[config.mk]
export PLATFORM = sky130hd
export DESIGN_NAME = cmt_sqrt_chain
export DESIGN_NICKNAME = d
export VERILOG_FILES = /design/src/rtl/cmt_pkg.sv /design/src/rtl/cmt_sqrt_cell.sv /design/src/rtl/cmt_sqrt_chain.sv
export SDC_FILE = /design/constraint.sdc
export NUM_CORES = 2
export LEC_CHECK = 0
export BUFFER_PORTS_ARGS = -buffer_cell sky130_fd_sc_hd__clkbuf_2
export CAP_MARGIN = 20
export CELL_PAD_IN_SITES_DETAIL_PLACEMENT = 0
export CELL_PAD_IN_SITES_GLOBAL_PLACEMENT = 1
export CORE_ASPECT_RATIO = 1.5
export CORE_MARGIN = 2
export CORE_UTILIZATION = 45
export DETAILED_ROUTE_END_ITERATION = 8
export GPL_ROUTABILITY_DRIVEN = 0
export GPL_TIMING_DRIVEN = 0
export PLACE_DENSITY = 0.79
export SYNTH_ARGS = -nofsm -noshare
export SYNTH_HDL_FRONTEND = slang
export SYNTH_SLANG_ARGS = --single-unit
[constraint.sdc]
create_clock -name i_clk -period 3.2 [get_ports i_clk]
set_clock_uncertainty 0.05 [all_clocks]
set_input_delay 0.32 -clock i_clk [delete_from_list [all_inputs] [get_ports i_clk]]
set_output_delay 0.32 -clock i_clk [all_outputs]
set_load 0.1 [all_outputs]
[src/rtl/cmt_pkg.sv]
// shared types and constants for the convex polygon triangulation block
package cmt_pkg;

    localparam int COORD_W  = 16;
    localparam int COST_W   = 40;
    localparam int STAT_W   = 3;
    localparam int FRAC_W   = 8;
    localparam int SQ_W     = 34;
    localparam int RAD_W    = SQ_W + 2 * FRAC_W;
    localparam int ROOT_W   = RAD_W / 2;
    localparam int REM_W    = ROOT_W + 3;
    localparam int SUM_W    = 64;
    localparam int MIN_VERTS = 4;

    localparam logic [STAT_W-1:0] STAT_OK      = 3'd0;
    localparam logic [STAT_W-1:0] STAT_FEW     = 3'd1;
    localparam logic [STAT_W-1:0] STAT_CONCAVE = 3'd2;
    localparam logic [STAT_W-1:0] STAT_ORIENT  = 3'd3;
    localparam logic [STAT_W-1:0] STAT_OVF     = 3'd4;

    localparam logic [COST_W-1:0] COST_SAT = {COST_W{1'b1}};

    typedef struct packed {
        logic              valid;
        logic [RAD_W-1:0]  rad;
        logic [ROOT_W-1:0] root;
        logic [REM_W-1:0]  rem;
    } t_sqrt_stage;

endpackage

[src/rtl/cmt_sqrt_cell.sv]
// one digit step of the square root chain
module cmt_sqrt_cell
    import cmt_pkg::*;
(
    input  logic        i_clk,
    input  logic        i_rst_n,
    input  t_sqrt_stage i_stage,
    output t_sqrt_stage o_stage
);

    logic [REM_W-1:0] rem_sh;
    logic [REM_W-1:0] trial;
    t_sqrt_stage      r_stage;

    assign rem_sh = {i_stage.rem[REM_W-3:0], i_stage.rad[RAD_W-1 -: 2]};
    assign trial  = {1'b0, i_stage.root, 2'b01};

    always_ff @(posedge i_clk) begin
        if (!i_rst_n) begin
            r_stage.valid <= 1'b0;
        end else begin
            r_stage.valid <= i_stage.valid;
        end
        r_stage.rad <= {i_stage.rad[RAD_W-3:0], 2'b00};
        if (rem_sh >= trial) begin
            r_stage.rem  <= rem_sh - trial;
            r_stage.root <= {i_stage.root[ROOT_W-2:0], 1'b1};
        end else begin
            r_stage.rem  <= rem_sh;
            r_stage.root <= {i_stage.root[ROOT_W-2:0], 1'b0};
        end
    end

    assign o_stage = r_stage;

endmodule

[src/rtl/cmt_sqrt_chain.sv]
// row of square root cells, one result bit per cell
module cmt_sqrt_chain
    import cmt_pkg::*;
(
    input  logic              i_clk,
    input  logic              i_rst_n,
    input  logic              i_valid,
    input  logic [RAD_W-1:0]  i_rad,
    output logic              o_valid,
    output logic [ROOT_W-1:0] o_root
);

    t_sqrt_stage stage [ROOT_W+1];

    assign stage[0] = '{valid: i_valid, rad: i_rad, root: '0, rem: '0};

    for (genvar g = 0; g < ROOT_W; g++) begin : g_cell
        cmt_sqrt_cell u_cell (
            .i_clk   (i_clk),
            .i_rst_n (i_rst_n),
            .i_stage (stage[g]),
            .o_stage (stage[g+1])
        );
    end

    assign o_valid = stage[ROOT_W].valid;
    assign o_root  = stage[ROOT_W].root;

endmodule

# [Yosys cells after proc, flatten, opt, wreduce, memory -nomap -nowiden]
# Index checks and enable logic that the tools add are counted.
# W data, S select, Z words.
[word_totals] elab_cells=174 reg_bits=1551 inputBits=53
[classes] n_lt_le_gt_ge=25 add_sub_neg=25 n_mux=25
[ops] cell="$mux W29" n=25
[ops] cell="$ge A28 B10 Y1" n=1
[ops] cell="$ge A28 B11 Y1" n=1
[ops] cell="$ge A28 B12 Y1" n=1
[ops] cell="$ge A28 B13 Y1" n=1
[ops] cell="$ge A28 B14 Y1" n=1
[ops] cell="$ge A28 B15 Y1" n=1
[ops] cell="$ge A28 B16 Y1" n=1
[ops] cell="$ge A28 B17 Y1" n=1
[ops] cell="$ge A28 B18 Y1" n=1
[ops] cell="$ge A28 B19 Y1" n=1
[ops] cell="$ge A28 B20 Y1" n=1
[ops] cell="$ge A28 B21 Y1" n=1
[ops] cell="$ge A28 B22 Y1" n=1
[ops] cell="$ge A28 B23 Y1" n=1
[ops] cell="$ge A28 B24 Y1" n=1
[ops] cell="$ge A28 B25 Y1" n=1
[ops] cell="$ge A28 B26 Y1" n=1
[ops] cell="$ge A28 B3 Y1" n=1
[ops] cell="$ge A28 B4 Y1" n=1
[ops] cell="$ge A28 B5 Y1" n=1
[ops] cell="$ge A28 B6 Y1" n=1
[ops] cell="$ge A28 B7 Y1" n=1
[ops] cell="$ge A28 B8 Y1" n=1
[ops] cell="other kinds (27)" n=27

# [Longest topological paths before layout]
[depth] word_depth=2 mapped_depth=13 ltp_nobuf=13

# [By module]
# Synthesis repeated with hierarchy kept, for this count alone.
[unflattened] cells_unflattened=9956 hier_area_um2=99832.0
[modules_own_cells] module="cmt_sqrt_cell at g_cell[1].u_cell ..." cells_each=407 area_per_inst_um2=3937.5 seq_area_each_um2=2042.0 instances=14
[modules_own_cells] module="cmt_sqrt_cell at g_cell[0].u_cell ..." cells_each=387 area_per_inst_um2=4063.9 seq_area_each_um2=2042.0 instances=11
[modules_own_cells] module="cmt_sqrt_chain" cells_each=1 area_per_inst_um2=3.8 seq_area_each_um2=0.0 instances=1

# [Worst setup path after synthesis]
# OpenSTA, ideal clock, no wires.
[synth_timing] kind="register to register" start="reg g_cell[20].u_cell.r_stage (netlist bit g_cell[20].u_cell.o_stage[28])" end="reg g_cell[21].u_cell.r_stage (netlist bit g_cell[21].u_cell.o_stage[12])" setup_slack_ns=0.065 setup_ns=0.121 stages_incl_launch_ff=12 t_required_ns=3.029 t_arrival_ns=2.965 path_cell_list="dfxtp_1 -> inv_1 -> ha_1 -> nor2b_1 -> o31a_1 -> o31ai_1 -> a21oi_1 -> a21oi_1 -> o221ai_1 -> a2111oi_4 -> buf_2 -> mux2_2"
[synth_via] elab_chain_cells=2
[synth_lines] item="start, declared" line_no="cmt_sqrt_cell.sv:13" rtl="t_sqrt_stage r_stage;"
[synth_lines] item="$sub A28 B23 Y28 / $ge A28 B23 Y1 (equally long branches)" line_no="cmt_sqrt_cell.sv:26, cmt_sqrt_cell.sv:25"
[synth_lines] item="$mux W29 *" line_no="cmt_sqrt_cell.sv:25" rtl="if (rem_sh >= trial) begin"
[synth_lines] item="end, declared" line_no="cmt_sqrt_cell.sv:13"
# Mark *: on every way between the ends. The rest lies on a longest branch, timed or not.
# A chain may end at the register's enable or synchronous reset.

# [Final worst setup path]
[layout_timing] start="reg g_cell[20].u_cell.r_stage (netlist bit g_cell[20].u_cell.o_stage[28])" end="reg g_cell[21].u_cell.r_stage (netlist bit g_cell[21].u_cell.o_stage[18])"
# The elaborated chain is that of the path after synthesis.

==> out/results.txt <==
Critical-path top delay cell: a2111oi_4
Busiest layer in global routing: met2
Global route overflow: 0
Vias: 37,718
Synth unique cells: 85
Synth Area in XOR/XNOR: 7.47%
Fin area: 64,900 um2
Rows: 158
Clock Sinks: 1,539
Pwr Density: 800 nW/um2
Synth Instances: 5,401
Met2 Use GR: 37.3%
Worst Setup Start Kind: flip-flop
# DRC: 0
Max FFs per register: 1,539
Layout Cells excl Fill: 7,443
Largest net degree at the start of global routing: 18
Max-cap violation count: 0
CP max FO: 4
Multiplexer share of the synthesized area: 1.20%
Fin Hold WS: 0.128 ns
Worst r2r dst: g_cell[21].u_cell.o_stage[18]
Drt wl/cell: 15.6 um
Primary FF master, synth: dfxtp_1
Net count, final: 6,131
CTS Buf Count: 142
CP dominant cell by count: a21oi_2
Top cells by area, synth: dfxtp_1 (55%), ha_1 (7.9%), xnor2_1 (4.1%)
Reg-to-reg slack, setup: -0.05 ns
Leakage power: 30.3 nW
Fmax: 308 MHz
Register area share after synthesis: 55.3%
Fin. max-slew vios: 0
Inst Count DP: 7,080
Proportion of layout cells with a drive suffix above 1: 11.0%
Slew HR: 43.8%
Status: finished with violations
Die area: 127,000 um2
Critical path arrival: 3.86 ns
Gr usage total: 18.1%
Failing checks: setup timing
Synth async-reset ratio: 0%
Clk slew on worst S/H paths: 0.06 ns
Crit Path Category: reg2reg
Worst Max-Slew Pin Slew: 0.837 ns
Crit-path leading delay family: compound AO/OA/AOI/OAI gates
Syn Nets: 5,806
Adder-cell share of the synthesized area: 7.91%
Clk_lat worst skew: 0.78 ns
Drt via density: 5.07
CTS Root Cell: clkbuf_16
H-tree depth: 4
Reg-to-Reg Start: g_cell[20].u_cell.o_stage[28]
Bufs and invs on worst path: 3
Die Wd: 291 um
Min Tclk post-route: 3.25 ns
#FFs+latches synth: 1,539
GRT met1 Usage: 15.5%
CP endpoint: g_cell[21].u_cell.o_stage[18]
IO Pins: 79
Area Overhead vs Synth: 16.5%
Critical Path RT: 3.80 ns
Starting Density: 45.2%
Core Box Area: 123,000 um2
Placed inst area: 58,100 um2
Number of global-route vias before repair: 38,091
First-pass DRT Iterations: 5
Critical Path End Type: flip-flop
CTS tree: built
Post-synth EDFFs: 0
Worst path depth: 12
Clock buffer depth: 3
RSZ-0062 raised after global routing: true
GR Util met3: 2.74%
Yosys top cell by area: dfxtp_1
Post-route clock period utilization: 102%
Final WL: 116 mm
Cells along the critical path: inv_2 -> ha_4 -> nor2b_4 -> o31a_1 -> o31ai_4 -> a21oi_2 -> a21oi_2 -> o221ai_4 -> a2111oi_4 -> buf_4 -> clkinvlp_4 -> mux2_2
First-pass GRT wire length: 185 mm
Maximum VDD drop: 555 uV
Dpl hpwl: 88.9 mm
Setup TNS: -0.0665 ns
CP peak stage delay: 0.50 ns
Worst R2R Path Depth: 12
Buffers on Ports: 78
Largest family of logic cells by synthesized area: simple AND/OR/NAND/NOR gates
Worst hold path type: in2reg
Compound-gate portion of the synthesized area: 12.1%
Hold Fails Final Rpt: 0
Endpoints failing setup: 4
Syn Area/Cell: 10.3 um2
Critical path origin: g_cell[20].u_cell.o_stage[28]
Synth Area in Simple Gates: 12.3%
Setup WS post-layout: -0.0517 ns
Post-route ant nets: 0
Fin util: 52.7%
Post-synth top area share: 55.3%
Synthesized cell area: 55,700 um2
Synth Warn #: 0
Initial antenna violation count: 3
Chip height: 435 um
DRT iter0 DRCs: 1,253
==> area by class of cell <==
cell class	instances	area, um2
flip-flops and latches	1539	30800
inverters	448	1690
clock buffers	199	4140
multi-input cells	3318	23600
diodes	1	2.50
clock inverters	61	791
well taps	1600	2000
fillers	10981	58300
repair buffers	185	1350
plain buffers	92	514
==> kinds of logic after synthesis <==
group	count (synthesis)
flip-flops	1539
adder cells (fa/ha/maj)	352
buffers and inverters	544
XOR/XNOR	475
other	1
multiplexers	60
AO/OA/AOI/OAI	1067
AND/OR/NAND/NOR	1363
==> power by group <==
part / switching, mW / total, mW / internal, mW
combinational: 5.36 / 9.78 / 4.42
sequential: 2.30 / 24.7 / 22.4
clock: 7.22 / 17.4 / 10.2
total: 14.9 / 51.9 / 37.1
==> worst min path at each step <==
stage | start | slack, ns | to | cells past startpoint
2_1_floorplan | g_cell[9].u_cell.o_stage[98] | 0.26 | g_cell[10].u_cell.o_stage[100] | 0
6_report | i_rad[42] | 0.13 | g_cell[0].u_cell.o_stage[97] | 2
5_1_grt | i_rad[28] | 0.09 | g_cell[0].u_cell.o_stage[83] | 2
3_5_place_dp | g_cell[9].u_cell.o_stage[80] | 0.26 | g_cell[10].u_cell.o_stage[82] | 0
3_3_place_gp | g_cell[21].u_cell.o_stage[98] | 0.26 | g_cell[22].u_cell.o_stage[100] | 0
4_1_cts | i_rad[42] | 0.06 | g_cell[0].u_cell.o_stage[97] | 2
==> routing by layer <==
metal / routed length [um] / share of wire, %
met4: 7660 / 6.6
met2: 66400 / 57
met3: 3140 / 2.7
met5: 13 / 0.011
met1: 39100 / 34
==> repair_timing <==
item | CTS | global route
resized for setup | 116 | 155
cloned | 0 | 0
pin swaps | 13 | 37
buffers inserted | 18 | 34
hold endpoints to repair | 76 | 0
setup endpoints to repair | 306 | 301
hold buffers | 54 | 0
==> synthesized netlist by cell type, types with 83 or more instances <==
cell	n
xor2_1	212
dfxtp_1	1539
xnor2_1	263
a21o_1	127
nor3_1	133
a21oi_1	310
nand2_1	339
o21ai_0	271
nor2_1	309
ha_1	352
o21a_1	83
inv_1	448
==> through the flow <==
step	worst slack (ns)	total power [mW]
finish	-0.0517	51.9
floorplan	0.0646	31.6
global placement	-1.50	34.2
global route	-0.110	54.7
detailed placement	-1.59	34.3
CTS	-0.0104	52.2
==> cell usage in the layout (no fill, tap or decap), types with 30 or more instances in the layout <==
cell type      synthesis  routed
nand2_1              339     338
inv_1                448     444
o21a_1                83      82
xnor2_1              263     263
xor2_1               212     212
or3_1                 38      38
clkbuf_16              0     146
nor2_1               309     304
ha_1                 352     344
and2_1                46      46
clkbuf_1              80      65
nand3_1               76      75
clkbuf_8               0      30
nand2b_1              69      69
mux2_2                53      51
nor2b_1               51      50
dfxtp_1             1539    1533
nand4_1               68      68
a21o_1               127     127
a21oi_1              310     293
nor4_1                66      54
o21ai_0              271     252
clkbuf_2               0      95
buf_4                  2      55
dlygate4sd3_1          0      54
or2_2                 33      33
nor3_1               133     121
Power figures use the tool's default switching activity.
